==> config.mk <==
export PLATFORM = sky130hd
export DESIGN_NAME = magnitude_peak_to_peak_window_flat
export DESIGN_NICKNAME = d
export VERILOG_FILES = /design/src/rtl/core/mppw_pkg.sv /design/src/rtl/core/mppw_if.sv /design/src/rtl/core/mppw_front.sv /design/src/rtl/core/mppw_queue.sv /design/src/rtl/core/mppw_back.sv /design/src/rtl/core/magnitude_peak_to_peak_window.sv /design/src/flat_wrapper.sv
export SDC_FILE = /design/constraint.sdc
export NUM_CORES = 1
export LEC_CHECK = 0
export ABC_AREA = 1
export BUFFER_PORTS_ARGS = -buffer_cell sky130_fd_sc_hd__buf_2
export CORE_ASPECT_RATIO = 1.25
export CORE_MARGIN = 3
export CORE_UTILIZATION = 58
export DETAILED_ROUTE_END_ITERATION = 10
export HOLD_SLACK_MARGIN = 0.06
export PLACE_DENSITY = 0.78
export SYNTH_ARGS = -nofsm -noshare
export SYNTH_HDL_FRONTEND = slang
export SYNTH_SLANG_ARGS = --single-unit
==> constraint.sdc <==
create_clock -name i_clk -period 8.88 [get_ports i_clk]
set_input_delay 0 -clock i_clk [delete_from_list [all_inputs] [get_ports i_clk]]
set_output_delay 0 -clock i_clk [all_outputs]
set_load 0.01 [all_outputs]
==> src/rtl/core/mppw_pkg.sv <==
// shared types and constants of the magnitude peak-to-peak window block
`default_nettype none
package mppw_pkg;

    localparam int AXIS_W     = 16;
    localparam int SUM_W      = 32;
    localparam int WL_W       = 13;
    localparam int CNT_W      = 12;
    localparam int P2P_W      = 16;
    localparam int QUEUE_DEPTH = 2;

    localparam logic [WL_W-1:0] WL_RESET   = 13'd200;
    localparam logic [WL_W-1:0] MAX_WINDOW = 13'd4096;

    // one classified request handed from front to back
    typedef struct packed {
        logic             active;
        logic [SUM_W-1:0] sum;
    } t_job;

    // handshake between a producer and the queue, or the queue and a consumer
    typedef struct packed {
        logic valid;
        t_job job;
    } t_job_req;

endpackage
`default_nettype wire

==> src/rtl/core/mppw_if.sv <==
// channel interfaces for sample requests and peak-to-peak results
`default_nettype none
interface mppw_in_if;
    logic                                 valid;
    logic                                 ready;
    logic                                 active;
    logic signed [mppw_pkg::AXIS_W-1:0]   axis_x;
    logic signed [mppw_pkg::AXIS_W-1:0]   axis_y;

    modport source (output valid, output active, output axis_x, output axis_y, input ready);
    modport sink   (input valid, input active, input axis_x, input axis_y, output ready);
endinterface

interface mppw_out_if;
    logic                          valid;
    logic                          ready;
    logic [mppw_pkg::P2P_W-1:0]    peak_to_peak;

    modport source (output valid, output peak_to_peak, input ready);
    modport sink   (input valid, input peak_to_peak, output ready);
endinterface
`default_nettype wire

==> src/rtl/core/mppw_front.sv <==
// front end: accepts sample requests and forms the sum of squares
`default_nettype none
module mppw_front (
    input  wire                  i_clk,
    input  wire                  i_rst_n,
    mppw_in_if.sink              i_in,
    input  wire                  i_push_ready,
    output mppw_pkg::t_job_req   o_push
);

    typedef enum logic [2:0] {
        F_IDLE = 3'b001,
        F_SQX  = 3'b010,
        F_SQY  = 3'b100
    } t_fstate;

    t_fstate r_state, n_state;

    logic [mppw_pkg::AXIS_W-1:0] r_ax, r_ay;
    logic                        r_active;
    logic [mppw_pkg::SUM_W-1:0]  r_sum;
    logic [mppw_pkg::AXIS_W-1:0] mul_op;
    logic [mppw_pkg::SUM_W-1:0]  product;
    logic                        accept;

    function automatic logic [mppw_pkg::AXIS_W-1:0] abs16(
        input logic [mppw_pkg::AXIS_W-1:0] v
    );
        // most negative value maps onto itself, read as unsigned
        return v[mppw_pkg::AXIS_W-1] ? (~v + 1'b1) : v;
    endfunction

    assign i_in.ready = (r_state == F_IDLE);
    assign accept     = i_in.valid && i_in.ready;

    // one shared multiplier, x first then y
    assign mul_op  = (r_state == F_SQX) ? r_ax : r_ay;
    assign product = mppw_pkg::SUM_W'(mul_op) * mppw_pkg::SUM_W'(mul_op);

    assign o_push.valid      = (r_state == F_SQY);
    assign o_push.job.active = r_active;
    assign o_push.job.sum    = r_sum + product;

    always_comb begin
        n_state = r_state;
        unique case (r_state)
            F_IDLE: begin
                if (accept) n_state = F_SQX;
            end
            F_SQX: n_state = F_SQY;
            F_SQY: begin
                if (i_push_ready) n_state = F_IDLE;
            end
            default: n_state = F_IDLE;
        endcase
    end

    always_ff @(posedge i_clk) begin
        if (!i_rst_n) begin
            r_state <= F_IDLE;
        end else begin
            r_state <= n_state;
        end
    end

    always_ff @(posedge i_clk) begin
        if (accept) begin
            r_ax     <= abs16(i_in.axis_x);
            r_ay     <= abs16(i_in.axis_y);
            r_active <= i_in.active;
        end
        if (r_state == F_SQX) begin
            r_sum <= product;
        end
    end

endmodule
`default_nettype wire

==> src/rtl/core/mppw_queue.sv <==
// two-entry queue between front end and back end
`default_nettype none
module mppw_queue (
    input  wire                  i_clk,
    input  wire                  i_rst_n,
    input  wire mppw_pkg::t_job_req i_push,
    output logic                 o_push_ready,
    input  wire                  i_pop,
    output mppw_pkg::t_job_req   o_head
);

    mppw_pkg::t_job r_mem [mppw_pkg::QUEUE_DEPTH];

    logic       r_wr_ptr, r_rd_ptr;
    logic [1:0] r_count;
    logic       do_push, do_pop;

    assign o_push_ready = (r_count != 2'(mppw_pkg::QUEUE_DEPTH));
    assign do_push      = i_push.valid && o_push_ready;
    assign o_head.valid = (r_count != 2'd0);
    assign o_head.job   = r_mem[r_rd_ptr];
    assign do_pop       = i_pop && o_head.valid;

    always_ff @(posedge i_clk) begin
        if (!i_rst_n) begin
            r_wr_ptr <= 1'b0;
            r_rd_ptr <= 1'b0;
            r_count  <= 2'd0;
        end else begin
            if (do_push) r_wr_ptr <= ~r_wr_ptr;
            if (do_pop)  r_rd_ptr <= ~r_rd_ptr;
            r_count <= r_count + 2'(do_push) - 2'(do_pop);
        end
    end

    always_ff @(posedge i_clk) begin
        if (do_push) begin
            r_mem[r_wr_ptr] <= i_push.job;
        end
    end

endmodule
`default_nettype wire

==> src/rtl/core/mppw_back.sv <==
// back end: bit-serial square root, window extremes and result register
`default_nettype none
module mppw_back #(
    parameter int FRACTION_BITS = 8
) (
    input  wire                         i_clk,
    input  wire                         i_rst_n,
    input  wire [mppw_pkg::WL_W-1:0]    i_window_length,
    input  wire mppw_pkg::t_job_req     i_head,
    output logic                        o_pop,
    mppw_out_if.source                  o_out
);

    localparam int MAG_W  = mppw_pkg::P2P_W + FRACTION_BITS;
    localparam int RAD_W  = 2 * MAG_W;
    localparam int REM_W  = MAG_W + 2;
    localparam int STEP_W = $clog2(MAG_W);

    typedef enum logic [2:0] {
        B_IDLE   = 3'b001,
        B_ROOT   = 3'b010,
        B_UPDATE = 3'b100
    } t_bstate;

    t_bstate r_state, n_state;

    logic [RAD_W-1:0]          r_rad;
    logic [REM_W-1:0]          r_rem;
    logic [MAG_W-1:0]          r_root;
    logic [STEP_W-1:0]         r_step;
    logic [mppw_pkg::CNT_W-1:0] r_count;
    logic [MAG_W-1:0]          r_max, r_min;
    logic                      r_out_valid;
    logic [mppw_pkg::P2P_W-1:0] r_out_data;

    logic [REM_W-1:0]          rem_sh, trial;
    logic                      take;
    logic                      last_step;
    logic [MAG_W-1:0]          new_max, new_min, diff;
    logic [mppw_pkg::WL_W-1:0] wl_eff, count_next;
    logic                      window_done, out_free, update_go;

    assign rem_sh    = {r_rem[MAG_W-1:0], r_rad[RAD_W-1 -: 2]};
    assign trial     = {r_root, 2'b01};
    assign take      = (rem_sh >= trial);
    assign last_step = (r_step == STEP_W'(MAG_W - 1));

    assign new_max = (r_root >= r_max) ? r_root : r_max;
    assign new_min = (r_root <= r_min) ? r_root : r_min;
    assign diff    = new_max - new_min;

    always_comb begin
        priority if (i_window_length == '0)
            wl_eff = mppw_pkg::WL_W'(1);
        else if (i_window_length > mppw_pkg::MAX_WINDOW)
            wl_eff = mppw_pkg::MAX_WINDOW;
        else
            wl_eff = i_window_length;
    end

    assign count_next  = {1'b0, r_count} + 1'b1;
    assign window_done = (count_next >= wl_eff);
    assign out_free    = !r_out_valid || o_out.ready;
    // a finishing window waits until the result register is free
    assign update_go   = (r_state == B_UPDATE) && (!window_done || out_free);

    assign o_pop = (r_state == B_IDLE) && i_head.valid;

    assign o_out.valid        = r_out_valid;
    assign o_out.peak_to_peak = r_out_data;

    always_comb begin
        n_state = r_state;
        unique case (r_state)
            B_IDLE: begin
                if (i_head.valid && i_head.job.active) n_state = B_ROOT;
            end
            B_ROOT: begin
                if (last_step) n_state = B_UPDATE;
            end
            B_UPDATE: begin
                if (update_go) n_state = B_IDLE;
            end
            default: n_state = B_IDLE;
        endcase
    end

    always_ff @(posedge i_clk) begin
        if (!i_rst_n) begin
            r_state     <= B_IDLE;
            r_count     <= '0;
            r_max       <= '0;
            r_min       <= '1;
            r_out_valid <= 1'b0;
        end else begin
            r_state <= n_state;
            // a new result may replace one taken in the same cycle
            if (update_go && window_done) begin
                r_out_valid <= 1'b1;
            end else if (o_out.ready) begin
                r_out_valid <= 1'b0;
            end
            if (o_pop && !i_head.job.active) begin
                r_count <= '0;
                r_max   <= '0;
                r_min   <= '1;
            end
            if (update_go) begin
                if (window_done) begin
                    r_count     <= '0;
                    r_max       <= '0;
                    r_min       <= '1;
                end else begin
                    r_count <= count_next[mppw_pkg::CNT_W-1:0];
                    r_max   <= new_max;
                    r_min   <= new_min;
                end
            end
        end
    end

    always_ff @(posedge i_clk) begin
        if (o_pop && i_head.job.active) begin
            r_rad  <= {i_head.job.sum, {(RAD_W - mppw_pkg::SUM_W){1'b0}}};
            r_rem  <= '0;
            r_root <= '0;
            r_step <= '0;
        end else if (r_state == B_ROOT) begin
            // one result bit per cycle, two radicand bits consumed
            r_rad  <= {r_rad[RAD_W-3:0], 2'b00};
            r_rem  <= take ? (rem_sh - trial) : rem_sh;
            r_root <= {r_root[MAG_W-2:0], take};
            r_step <= r_step + 1'b1;
        end
        if (update_go && window_done) begin
            r_out_data <= diff[MAG_W-1:FRACTION_BITS];
        end
    end

endmodule
`default_nettype wire

==> src/rtl/core/magnitude_peak_to_peak_window.sv <==
// top level of the magnitude peak-to-peak window detector
//
//  channel   dir  handshake         payload
//  i_in      in   valid / ready     active, axis_x, axis_y
//  o_out     out  valid / ready     peak_to_peak
//  i_cfg     in   i_cfg_we          i_cfg_data (window_length)
//
//  front end takes a request only when idle (one shared multiplier, x then y)
//  and holds the sum until the queue has room; back end pops only when idle and
//  finds one root bit per cycle; an inactive request only clears the window
//  a two-entry queue lets the front keep taking requests while the back works
//  a finished result waits in an output register; the back stalls only when a
//  second window ends before it is taken
//  synchronous active-low reset clears the window and sets window_length to 200
`default_nettype none
module magnitude_peak_to_peak_window #(
    parameter int FRACTION_BITS = 8
) (
    input  wire                         i_clk,
    input  wire                         i_rst_n,
    mppw_in_if.sink                     i_in,
    mppw_out_if.source                  o_out,
    input  wire                         i_cfg_we,
    input  wire [mppw_pkg::WL_W-1:0]    i_cfg_data
);

    logic [mppw_pkg::WL_W-1:0] r_window_length;
    mppw_pkg::t_job_req        push, head;
    logic                      push_ready, pop;

    always_ff @(posedge i_clk) begin
        if (!i_rst_n) begin
            r_window_length <= mppw_pkg::WL_RESET;
        end else if (i_cfg_we) begin
            r_window_length <= i_cfg_data;
        end
    end

    mppw_front u_front (
        .i_clk        (i_clk),
        .i_rst_n      (i_rst_n),
        .i_in         (i_in),
        .i_push_ready (push_ready),
        .o_push       (push)
    );

    mppw_queue u_queue (
        .i_clk        (i_clk),
        .i_rst_n      (i_rst_n),
        .i_push       (push),
        .o_push_ready (push_ready),
        .i_pop        (pop),
        .o_head       (head)
    );

    mppw_back #(
        .FRACTION_BITS (FRACTION_BITS)
    ) u_back (
        .i_clk           (i_clk),
        .i_rst_n         (i_rst_n),
        .i_window_length (r_window_length),
        .i_head          (head),
        .o_pop           (pop),
        .o_out           (o_out)
    );

endmodule
`default_nettype wire
==> src/flat_wrapper.sv <==
// flat-port wrapper written by rule: the top's interface ports become plain ports
module magnitude_peak_to_peak_window_flat 
#(
    parameter int FRACTION_BITS = 8
)
  (i_clk, i_rst_n, i_cfg_we, i_cfg_data, i_in_valid, i_in_active, i_in_axis_x, i_in_axis_y, i_in_ready, o_out_valid, o_out_peak_to_peak, o_out_ready);
  mppw_in_if i_in_i ();
  mppw_out_if o_out_i ();
  input  wire i_clk;
  input  wire i_rst_n;
  input  wire i_cfg_we;
  input  wire [mppw_pkg::WL_W-1:0] i_cfg_data;
  input wire logic [$bits(i_in_i.valid)-1:0] i_in_valid;
  input wire logic [$bits(i_in_i.active)-1:0] i_in_active;
  input wire logic [$bits(i_in_i.axis_x)-1:0] i_in_axis_x;
  input wire logic [$bits(i_in_i.axis_y)-1:0] i_in_axis_y;
  output wire logic [$bits(i_in_i.ready)-1:0] i_in_ready;
  output wire logic [$bits(o_out_i.valid)-1:0] o_out_valid;
  output wire logic [$bits(o_out_i.peak_to_peak)-1:0] o_out_peak_to_peak;
  input wire logic [$bits(o_out_i.ready)-1:0] o_out_ready;
  assign i_in_i.valid = i_in_valid;
  assign i_in_i.active = i_in_active;
  assign i_in_i.axis_x = i_in_axis_x;
  assign i_in_i.axis_y = i_in_axis_y;
  assign i_in_ready = i_in_i.ready;
  assign o_out_valid = o_out_i.valid;
  assign o_out_peak_to_peak = o_out_i.peak_to_peak;
  assign o_out_i.ready = o_out_ready;
  magnitude_peak_to_peak_window #(.FRACTION_BITS(FRACTION_BITS)) u_core (.i_clk(i_clk), .i_rst_n(i_rst_n), .i_in(i_in_i), .o_out(o_out_i), .i_cfg_we(i_cfg_we), .i_cfg_data(i_cfg_data));
endmodule
==> impl_metrics.tcl <==
set metrics [dict create \
    status "finished, final reports clean" \
    critPathMaxStageDelay_ps 540 \
    rsz0062_at_grt "no" \
    layout_common_cells "nand2_1 (665), inv_1 (506), nor2_1 (256), a21oi_1 (247), ha_1 (245)" \
    coreArea_um2 43300 \
    synth-warning-count 0 \
    yosys.cell_types.count 63 \
    period_share_pct 94.6 \
    avgViaCountPerCell 5.59 \
    portBuffers 68 \
    clockBufferDepth 3 \
    grt_pass1_vias 21900 \
    pin_count 69 \
    hp-class "in -> reg" \
    ant_nets 0 \
    final.setup_skew_ps 13.9 \
    synthCells 3102 \
    maxCapViolations 0 \
    startpoint_type "flop" \
    cp.arrival_ps 8660 \
    routed_wl_um 64500 \
    finalMaxSlewViolations 0 \
    finalHoldViolations 0 \
    path_common_cell "fa_1" \
    clock-root-buffer "clkbuf_16" \
    crit_buf_inv 7 \
    gp_congestion 0.971 \
    synthArstFlopShare_pct 0 \
    r2r_setup_slack_ps 480 \
    worst_pin_slew_ps 1220 \
    antenna_found_initial 0 \
    fin_crit_ps 8400 \
    worstSkewPairLatency_ps 530 \
    grt_pass1_wl_um 106000 \
    fmax_ghz 0.119 \
    htreeDepth 2 \
    die_w_um 194 \
    ys_seq_elements 316 \
    fin_nets 3703 \
    vias 21400 \
    final_common_cell "nand2_1" \
    globalRouteOverflowTotal 0 \
    synth_area_um2 25500 \
    fillers 3451 \
    rows 85 \
    cts.clk_slew.worst_paths_ps 60 \
    final_cells 3835 \
    setup_viol_count_final 0 \
    grt_max_degree 83 \
    die_h_um 240 \
    cp_slowest_cell "fa_1" \
    synth_enable_flop_cells 178 \
    cts_tree "done" \
    cts_buffers 35 \
    drtIter0Drc 1181 \
    drc 0 \
    drive_above_1_share_pct 7.16 \
    required_ps 9140 \
    path_max_fanout 20 \
    fin_setup_tns_ps 0 \
    start_util_pct 58.9 \
    crit_path_end_kind "flop" \
    avgRoutedWirePerCell_um 16.8 \
    relSlewSlack_pct 18.4 \
    ys_seq_area_share_pct 31.8 \
    crit_family "adder cells" \
    synth.avg_cell_area_um2 8.22 \
    path_class "reg -> reg" \
    synthFlopType "edfxtp_1" \
    track_usage_pct 27.6 \
    dp_cells 3688 \
    area_growth_pct 11.7 \
    synth_nets 3559 \
    clock-sinks 316 \
    dieArea_um2 46500 \
    first_pass_iters 6 \
    insertedDiodeCount 0 \
    place_hpwl_um 48300 \
]
synth_stat cells (4+ instances only):
master	count	area, µm²
buf_1	5	18.8
a21o_1	9	67.6
buf_2	19	95.1
nand2_1	666	2500
ha_1	245	3070
a31oi_1	47	294
inv_2	7	26.3
fa_1	161	3220
a21oi_2	7	61.3
clkbuf_1	46	173
a22oi_1	6	45.0
o21ai_2	33	289
nand3b_1	5	37.5
o21ai_0	153	766
inv_1	508	1910
nor4_1	13	81.3
xnor2_1	44	385
nor2_2	5	31.3
buf_4	8	60.1
nand4_1	12	75.1
a21oi_1	247	1240
nor3b_1	4	30.0
o21ai_1	18	90.1
dfxtp_1	138	2760
o211ai_1	15	113
nor2_1	264	991
nand3_1	61	305
clkinv_1	6	22.5
o21a_1	13	97.6
o31ai_1	6	45.0
xor2_1	80	701
nor3_1	28	140
edfxtp_1	178	5350
area by class of cell:
class	instances	area (µm²)	area share (%)
tap	565	707	2.48
timing repair buffer	188	1450	5.10
sequential	316	8110	28.5
inverter	521	1970	6.90
multi-input combinational	2184	15100	53.0
clock buffer	47	973	3.42
clock inverter	14	170	0.597
worst register-to-register path: cells and delay by family (launching register included):
kind | cells | cell delay [ps]
adders and majority gates | 8 | 3540
AOI/OAI and AO/OA | 8 | 1660
buffers and inverters | 7 | 1070
and+or+nand+nor | 8 | 920
xor gates and xnor gates | 3 | 590
DFF | 1 | 340
flip-flops by register name (all words and copies together), names as in the netlist, 13 cells and up, named ones only:
signal                            cells
u_core.u_queue.r_mem                 66
u_core.u_back.r_rad                  32
u_core.u_front.r_sum                 31
u_core.u_back.r_max                  24
u_core.u_back.r_min                  24
u_core.u_back.r_rem                  24
u_core.u_back.r_root                 24
u_core.u_back.o_out.peak_to_peak     16
u_core.u_front.r_ax                  16
u_core.u_front.r_ay                  16
u_core.r_window_length               13
cell families after synthesis:
| family | synth area share, % |
|---|---|
| AOI/OAI and AO/OA | 13.1 |
| DFF | 31.8 |
| adders and majority gates | 24.7 |
| buffers and inverters | 9.16 |
| and+or+nand+nor | 17.0 |
| xor gates and xnor gates | 4.26 |
repair_timing:
| action | in CTS | in global routing |
|---|---|---|
| buffers inserted | 0 | 1 |
| gates resized for setup | 0 | 11 |
| endpoints found under the hold margin | 75 | 0 |
| endpoints found under the setup margin | 0 | 10 |
| hold buffers | 85 | 0 |
metrics by stage:
| stage | utilization [%] | hold slack (ps) | worst slack (ps) | area, µm² |
|---|---|---|---|---|
| after floorplan | - | 98.9 | 307 | 25500 |
| after global placement | 61.1 | 181 | 591 | 26500 |
| after detailed placement | 61.1 | 187 | 377 | 26500 |
| after CTS | 65.7 | 61.1 | 348 | 28400 |
| after global routing | 65.8 | 190 | 10.6 | 28500 |
| final | 65.8 | 163 | 482 | 28500 |
path summary, 6_finish.rpt:
check,start,end,cells past startpoint
max,u_core.u_front.r_state[2],u_core.u_queue.r_mem[0][30],34
min,i_cfg_we,u_core.r_window_length[12],3
max reg2reg,u_core.u_front.r_state[2],u_core.u_queue.r_mem[0][30],34
min reg2reg,u_core.u_back.r_root[0],u_core.u_back.r_root[1],2
routing by layer:
layer / GRT usage (%) / vias to the layer above / wire length [µm]
met5: 0 / - / 0
met4: 14.8 / 0 / 3720
met3: 3.14 / 239 / 2140
met2: 52.7 / 558 / 34500
met1: 30.0 / 10300 / 24200
li1: - / 10400 / -
Power is not shown: default switching activity piles up to over one toggle a cycle in this logic, so the estimate is an artifact.
